**src/sv/lzwd_pkg.sv**
```systemverilog
// Types and constants of the LZSS window decompressor.
// No dependencies; used by the decompressor, its output queue and the checker.
`default_nettype none

package lzwd_pkg;

  localparam int WIN_AW       = 12;
  localparam int WINDOW_DEPTH = 1 << WIN_AW;
  localparam int FILL_W       = WIN_AW + 1;
  localparam int LEN_W        = 5;
  localparam int LEN_BIAS     = 3;

  localparam logic [WIN_AW-1:0] WIN_START = 12'd4078;

  localparam int CFG_IDX_W  = 1;
  localparam int CFG_DATA_W = 32;

  localparam logic [CFG_IDX_W-1:0] CFG_XOR_KEY  = 1'b0;
  localparam logic [CFG_IDX_W-1:0] CFG_EXP_LEN  = 1'b1;

  // parse phase codes; the unused code behaves as PH_TOKEN
  localparam logic [1:0] PH_TOKEN    = 2'd0;
  localparam logic [1:0] PH_FIRST    = 2'd1;
  localparam logic [1:0] PH_MATCH_HI = 2'd2;

  typedef enum logic [1:0] {
    ST_IDLE,
    ST_DECODE,
    ST_COPY
  } state_t;

  typedef struct packed {
    logic [7:0] in_byte;
    logic       in_last;
  } code_t;

  typedef struct packed {
    logic [7:0] out_byte;
    logic       byte_valid;
    logic       run_last;
    logic       stream_done;
    logic       length_ok;
  } result_t;

endpackage

`default_nettype wire

```
**src/sv/lzwd_out_fifo.sv**
```systemverilog
// Two-entry result queue in front of the output channel.
// Depends on lzwd_pkg for result_t.
`default_nettype none

module lzwd_out_fifo
  import lzwd_pkg::*;
(
  input  logic       clk,
  input  logic       rst,
  input  logic       push,
  input  result_t    push_data,
  input  logic       out_ready,
  output logic       out_valid,
  output result_t    out_data,
  output logic [1:0] count
);

  result_t entries [2];
  logic    wr_ptr;
  logic    rd_ptr;
  logic    pop;

  assign out_valid = (count != 2'd0);
  assign out_data  = entries[rd_ptr];
  assign pop       = out_valid && out_ready;

  always_ff @(posedge clk) begin
    if (push) begin
      entries[wr_ptr] <= push_data;
    end
  end

  always_ff @(posedge clk) begin
    if (rst) begin
      wr_ptr <= 1'b0;
      rd_ptr <= 1'b0;
      count  <= 2'd0;
    end else begin
      if (push) begin
        wr_ptr <= ~wr_ptr;
      end
      if (pop) begin
        rd_ptr <= ~rd_ptr;
      end
      case ({push, pop})
        2'b10:   count <= count + 2'd1;
        2'b01:   count <= count - 2'd1;
        default: count <= count;
      endcase
    end
  end

endmodule

`default_nettype wire

```
**config.mk**
```make
export PLATFORM = sky130hd
export DESIGN_NAME = lzwd_out_fifo
export DESIGN_NICKNAME = d
export VERILOG_FILES = /design/src/sv/lzwd_pkg.sv /design/src/sv/lzwd_out_fifo.sv
export SDC_FILE = /design/constraint.sdc
export NUM_CORES = 1
export LEC_CHECK = 0
export BUFFER_PORTS_ARGS = -buffer_cell sky130_fd_sc_hd__buf_2
export CAP_MARGIN = 20
export CORE_MARGIN = 4
export CORE_UTILIZATION = 52
export CTS_BUF_LIST = sky130_fd_sc_hd__clkbuf_4
export DETAILED_ROUTE_END_ITERATION = 8
export GPL_TIMING_DRIVEN = 0
export HOLD_SLACK_MARGIN = 0.08
export PLACE_DENSITY = 0.8
export SYNTH_ARGS = -nofsm -noshare
export SYNTH_HDL_FRONTEND = slang
export SYNTH_SLANG_ARGS = --single-unit
export TNS_END_PERCENT = 1
```
**constraint.sdc**
```tcl
create_clock -name clk -period 1.9 [get_ports clk]
set_input_delay 0.19 -clock clk [delete_from_list [all_inputs] [get_ports clk]]
set_output_delay 0.19 -clock clk [all_outputs]
set_load 0.02 [all_outputs]
```
* Word level (Yosys, flattened, before mapping)
Memories as Yosys holds them, arrays and structs flattened. A register that Yosys moved wholly into a read port is not among the register bits. Cells that the tools add are included.
Word-level totals: register bits 4, bits in writable memories 24, input port bits 16, output and inout bits 15, word-level logic and storage cells 18, memories 1
Memories:
- entries | depth 2, width 12, read ports 1, clocked after memory_dff 1, wr ports 1, RTL line lzwd_out_fifo.sv:18 | result_t entries [2];
Operators by class: add/subtract/negate cells 2, equality and inequality tests 2, multiplexer cells 5, bitwise logic cells 2, reduce and logical (&&, ||, !) cells 3
Operators with widths (count):
- two-way mux 1 bit | 4
- case mux 2 bit (2 select lines) | 1
- nonzero test 2 bit | 2
- adder 2 x 1 -> 2 bit (second input constant) | 1
- equality test 2 x 1 -> 1 bit (second input constant) | 1
- equality test 2 bit (second input constant) | 1
- inverter 1 bit | 2
- subtractor 2 x 1 -> 2 bit (second input constant) | 1
- logical AND 1 bit | 1

* Depth between registers and ports, before layout
Gate-level depths: netlist (run 1).
depth in word-level cells 4, depth in mapped cells 5, gate-level depth less buffers 5

* Worst setup path after synthesis (run 1)
Ideal clock, no wire load.
path kind register -> register, start register count[0], end register count[1], library setup time 0.070 ns, arrival time 1.383 ns, required time 1.830 ns, path slack 0.447 ns, stages on the path, launching flop included 5, path through dfxtp_1 -> o21a_1 -> ha_1 -> or3_1 -> a21oi_1
On the way: longest elaborated chain between the ends 4, elaborated cells on any way between the ends 8, classes of those cells add/sub: 2; eq/ne: 2; mux: 1; reduce/logical: 3
RTL lines:
- from (decl) | RTL line lzwd_out_fifo.sv:15 | output logic [1:0] count
- from (signal assigned) | RTL line lzwd_out_fifo.sv:46 | 2'b10: count <= count + 2'd1;
- from (signal assigned) | RTL line lzwd_out_fifo.sv:47 | 2'b01: count <= count - 2'd1;
- from (signal assigned) | RTL line lzwd_out_fifo.sv:48 | default: count <= count;
- nonzero test 2 bit * | RTL line lzwd_out_fifo.sv:23 | assign out_valid = (count != 2'd0);
- logical AND 1 bit * | RTL line lzwd_out_fifo.sv:25 | assign pop = out_valid && out_ready;
- net pop | RTL line lzwd_out_fifo.sv:21 | logic pop;
- equality test 2 x 1 -> 1 bit or equality test 2 bit (tied branches) | RTL line lzwd_out_fifo.sv:45 | case ({push, pop})
- case mux 2 bit (2 select lines) or nonzero test 2 bit (tied branches)
The timed path passes the listed nets; every way through them passes the cells marked *. A chain may end at the register's enable or synchronous reset.

==> flow_summary.yaml, run 1 <==
clock_tree:
  cts_tree: "built"
  cts_root_buffer: "clkbuf_4"
  cts_buffers: 5
  postCtsResizedCells: 0
  clk_latency_ns: 0.31
  clockBufferDepth: 2
  cts.reportedPaths.clkPinSlew_ns: 0.08
  clkSinkCount: 29
  h-tree-depth: 2
  cts_post_setup_buffers_inserted: 0
setup_path:
  crit_arrival_ns: 1.46
  path_class: "reg2out"
  path_max_fanout: 10
  crit_path_top_delay_cell: "mux2_2"
  ff2ff_path_depth: 1
  cp.depth: 3
  max_stage_delay_ns: 0.37
  endpoint: "out_data[4]"
  required_ns: 1.71
  path_common_cell: "buf_2"
  path_buf_inv: 2
  crit_chain: "buf_2 > mux2_2 > buf_2"
  cp_top_family: "buffers and inverters"
  rr_startpoint: "wr_ptr"
  worstSetupEndpointType: "output port"
  r2r_end: "entries[0][10]"
  start_kind: "flip-flop"
  rrSetupSlack_ns: 0.44
synth:
  synth_fp_nets: 76
  synth_cell_types: 15
  yosysTopAreaCell: "edfxtp_1"
  synth_seq_cells: 29
  synth_area_leaders: "edfxtp_1, mux2_2, dfxtp_1"
  ys_async_sr_fraction: 0
  syn_inst: 59
  synth_ff_type: "edfxtp_1"
  synth.avg_cell_area_sq_um: 18.1
  synth_commonest_cells: "edfxtp_1, mux2_2, dfxtp_1, nor2_1, xnor2_1"
  synth_edf_count: 24
  synth_top_area_frac: 0.675
  yosysSeqAreaShare: 0.769
  synth_area_sq_um: 1070
  synth_most_common_cell: "edfxtp_1"
  yosysWarningCount: 0
floorplan:
  top_level_ports: 31
  core_sq_um: 1960
  die_x_um: 53.3
  initial_utilization: 0.544
  die_h_um: 53.3
  rows: 16
  dieArea_sq_um: 2840
grt:
  grt_max_degree: 13
  grt_pass1_wl_mm: 2.94
  gr-total-overflow: 0
  antenna_found_initial: 0
  grt.total_usage: 0.159
  grt_pass1_vias: 679
power_and_ir_drop:
  ir_drop_v: 0.000783
  power_leakage_nw: 0.571
  p_per_area_nw_per_um2: 1150
  report.power.total_mw: 1.66
route:
  drtIter0Drc: 3
  wl_per_cell_um: 13.6
  routed_wl_mm: 1.87
  postRouteAntennaNets: 0
  drt-pass1-iter-count: 2
  drc: 0
  num_vias: 653
  viasPerCell: 4.77
timing:
  max_freq_mhz: 607
  fin_ws_ns: 0.253
  slew_headroom: 0.353
  rsz0062_at_grt: "false"
  clock_skew_ns: 0.00553
  fin_setup_tns_ns: 0
  setup_viol: 0
  slew_violations: 0
  hold_viol_final: 0
  timing.final.crit_share: 0.867
  finalCriticalPeriod_ns: 1.65
  tightest_slew_ns: 0.968
final_layout:
  num_antenna_cells: 0
  drive_gt1_frac: 0.464
  seqCellArea_sq_um: 821
  area_growth_pct: 34.7
  finalNetCount: 126
  finalNonFillerCells: 137
  multiInputGateArea_sq_um: 238
  fillers: 157
placement:
  io_buffers: 30
  hpwlAfterDp_mm: 1.24
  place_congestion: 0.705
  dp.cells: 116
  dpl_worst_slack_ns: 0.407
run:
  maxCapViolCount: 0
min_path:
  hold_class: "in2reg"
outcome:
  outcome: "finished, final reports clean"
-- through the flow --
stage | instance area, sq um | hold slack, ns | utilization
after global placement | 1250 | 0.378 | 0.638
after global routing | 1440 | 0.179 | 0.733
after floorplan | 1070 | 0.259 | -
after CTS | 1440 | 0.138 | 0.733
after detailed placement | 1250 | 0.381 | 0.638
final | 1440 | 0.150 | 0.733
-- area by class of cell --
class	instances	share of cell area
Buffer	1	0.00348
Clock buffer	7	0.0366
Clock inverter	1	0.00261
Inverter	1	0.00261
Multi-Input combinational cell	28	0.165
Sequential cell	29	0.571
Tap cell	27	0.0235
Timing Repair Buffer	43	0.195
-- kinds of logic (layout without fill, tap and decap cells) --
group / after synthesis / count (layout) / share of synthesized area
and+or+nand+nor: 8 / 8 / 0.0352
xor gates and xnor gates: 4 / 4 / 0.0328
buffers and inverters: 2 / 53 / 0.00820
muxes: 12 / 12 / 0.127
AOI/OAI and AO/OA: 3 / 3 / 0.0164
DFF: 29 / 29 / 0.769
adders and majority gates: 1 / 1 / 0.0117
-- sequential cells by signal, indices dropped and copies added (netlist names), named ones only --
register,flops
entries,24
count,2
rd_ptr,1
wr_ptr,1
-- report_power, final --
group / switching (mW) / total [mW] / internal [mW]
Clock: 0.182 / 0.352 / 0.170
Combinational: 0.270 / 0.500 / 0.231
Sequential: 0.0427 / 0.803 / 0.760
-- timing repair --
item | in CTS | in global routing
endpoints found under the hold margin | 25 | 0
hold buffers | 13 | 0
endpoints found under the setup margin | 0 | 0
-- cells in the final DEF, fill, tap and decap left out, drive strengths merged, types with 3 or more instances in the layout --
cell         netlist  final
buf                1     31
clkbuf             0      7
dfxtp              5      5
dlygate4sd3        0     13
edfxtp            24     24
mux2              12     12
nor2               5      5
xnor2              3      3
-- worst min path at each step --
| stage | cells past startpoint | startpoint | slack [ns] | to |
|---|---|---|---|---|
| CTS | 3 | push | 0.14 | wr_ptr |
| global placement | 1 | push_data[10] | 0.38 | entries[0][10] |
| detailed placement | 1 | push_data[8] | 0.38 | entries[0][8] |
| finish | 3 | push | 0.15 | wr_ptr |
| global route | 3 | push | 0.18 | wr_ptr |
| floorplan | 1 | rst | 0.26 | count[1] |
-- metal layers --
layer  part of all wire  GRT usage
met1               0.34      0.134
met2               0.56      0.298
met3              0.079     0.0817
met4              0.016     0.0766
met5                  0          0
Power figures use the tool's default switching activity.
==> run 2: changes to the inputs <==
BUFFER_PORTS_ARGS = -buffer_cell sky130_fd_sc_hd__buf_4   (was -buffer_cell sky130_fd_sc_hd__buf_2)
CORE_MARGIN = 2   (was 4)
CORE_UTILIZATION = 47   (was 52)
PLACE_DENSITY = 0.76   (was 0.8)
clock period = 1.3 ns   (was 1.9 ns; I/O delays follow)
==> flow_summary.yaml, run 2 (same netlist as run 1, synthesis figures left out) <==
setup_path:
  crit_arrival_ns: 1.67
  cp_top_family: "compound AO/OA/AOI/OAI gates"
  path_buf_inv: 0
  required_ns: 1.55
  worstSetupEndpointType: "flip-flop"
  max_stage_delay_ns: 0.36
  path_class: "reg2reg"
  crit_chain: "o21a_4 > ha_4 > xnor2_1 > or3_1 > a21oi_2"
  cp.depth: 5
  ff2ff_path_depth: 5
  crit_path_top_delay_cell: "dfxtp_2"
  path_max_fanout: 5
  start_kind: "flip-flop"
timing:
  finalCriticalPeriod_ns: 1.42
  tightest_slew_ns: 0.620
  hold_viol_final: 0
  setup_viol: 13
  fin_ws_ns: -0.121
  slew_violations: 0
  max_freq_mhz: 704
  timing.final.crit_share: 1.09
  clock_skew_ns: 0.00539
  rsz0062_at_grt: "true"
  slew_headroom: 0.587
  fin_setup_tns_ns: -1.38
min_path:
  hold_class: "in2reg"
  holdPathStages: 4
grt:
  grt.total_usage: 0.165
  grt_max_degree: 13
  antenna_found_initial: 0
  gr-total-overflow: 0
  grt_pass1_wl_mm: 2.97
  grt_pass1_vias: 678
final_layout:
  design_area_sq_um: 1690
  layout_common_cells: "edfxtp_1, buf_4, dlygate4sd3_1"
  top_register: "entries"
  post-route-util: 0.778
  final_common_cell: "edfxtp_1"
  finalNetCount: 129
  largestRegisters: "entries x24, count x2"
  num_antenna_cells: 0
  fillers: 140
  area_growth_pct: 58.1
  largest_reg_flops: 24
  drive_gt1_frac: 0.549
clock_tree:
  cts_root_buffer: "clkbuf_4"
  cts.reportedPaths.clkPinSlew_ns: 0.09
  h-tree-depth: 2
  clockBufferDepth: 2
  cts_tree: "built"
  cts_buffers: 5
  clk_latency_ns: 0.32
  clkSinkCount: 29
floorplan:
  die_h_um: 51.7
  core_sq_um: 2170
  dieArea_sq_um: 2670
  die_x_um: 51.7
  initial_utilization: 0.492
  top_level_ports: 31
  rows: 17
placement:
  place_area_sq_um: 1350
  io_buffers: 30
  dpl_worst_slack_ns: -0.235
  hpwlAfterDp_mm: 1.25
  place_congestion: 0.640
outcome:
  outcome: "complete, but fails checks"
  violations: "negative setup slack"
route:
  routed_wl_mm: 2.01
  drtIter0Drc: 12
  drt-pass1-iter-count: 4
  postRouteAntennaNets: 0
  viasPerCell: 4.73
  drc: 0
  num_vias: 667
  wl_per_cell_um: 14.3
power_and_ir_drop:
  comb_power_share: 0.398
  sw_frac_of_total: 0.303
  p_sw_mw: 0.865
  ir_drop_v: 0.00165
  p_seq_frac: 0.425
  power_leakage_nw: 0.672
  p_per_area_nw_per_um2: 1690
  intPower_mw: 1.99
  clockPowerShare: 0.177
run:
  maxCapViolCount: 0
==> run 2: worst register-to-register path: stages, from the launching register on <==
cell     delay (ns)
dfxtp_2        0.36
o21a_4         0.23
ha_4           0.15
xnor2_1        0.13
or3_1          0.34
a21oi_2        0.14
==> run 2: metal layers <==
layer	routed length, um	track usage
met1	820	0.162
met5	0	0
met4	12	0.0658
met3	104	0.0690
met2	1080	0.303
==> run 2: metrics by stage <==
stage	std cells	hold slack (ns)	power, mW
after floorplan	59	0.192	1.72
after global placement	117	0.316	2.01
after detailed placement	117	0.317	2.04
after CTS	139	0.200	2.71
after global routing	141	0.210	2.98
final	141	0.212	2.85
==> run 2: final timing paths <==
kind                    to  slack, ns       from
setup / recovery  count[1]      -0.12   count[1]
hold / removal      rd_ptr       0.21  out_ready
setup reg to reg  count[1]      -0.12   count[1]
hold reg to reg     rd_ptr       0.55     rd_ptr
==> run 2: final cells by class <==
type	count	area, sq um	share of cell area
inverter	1	3.75	0.00222
clock inverter	3	17.5	0.0104
sequential	29	830	0.491
clock buffer	5	37.5	0.0222
tap	28	35.0	0.0208
timing repair buffer	46	443	0.262
multi-input combinational	28	307	0.182
buffer	1	15.0	0.00890
==> run 2: timing repair <==
action / CTS / global route
setup endpoints to repair: 25 / 25
gates cloned: 0 / 1
resized for setup: 17 / 15
hold endpoints to repair: 29 / 0
pin swaps: 1 / 0
hold buffers: 14 / 0
buffers inserted: 0 / 1
==> run 2: power groups by stage <==
stage               combinational, mW  sequential [mW]  clock (mW)
detailed placement              0.832             1.21           0
global placement                0.809             1.20           0
CTS                             0.975             1.20       0.532
finish                           1.14             1.21       0.506
global route                     1.20             1.22       0.557
floorplan                       0.497             1.22           0
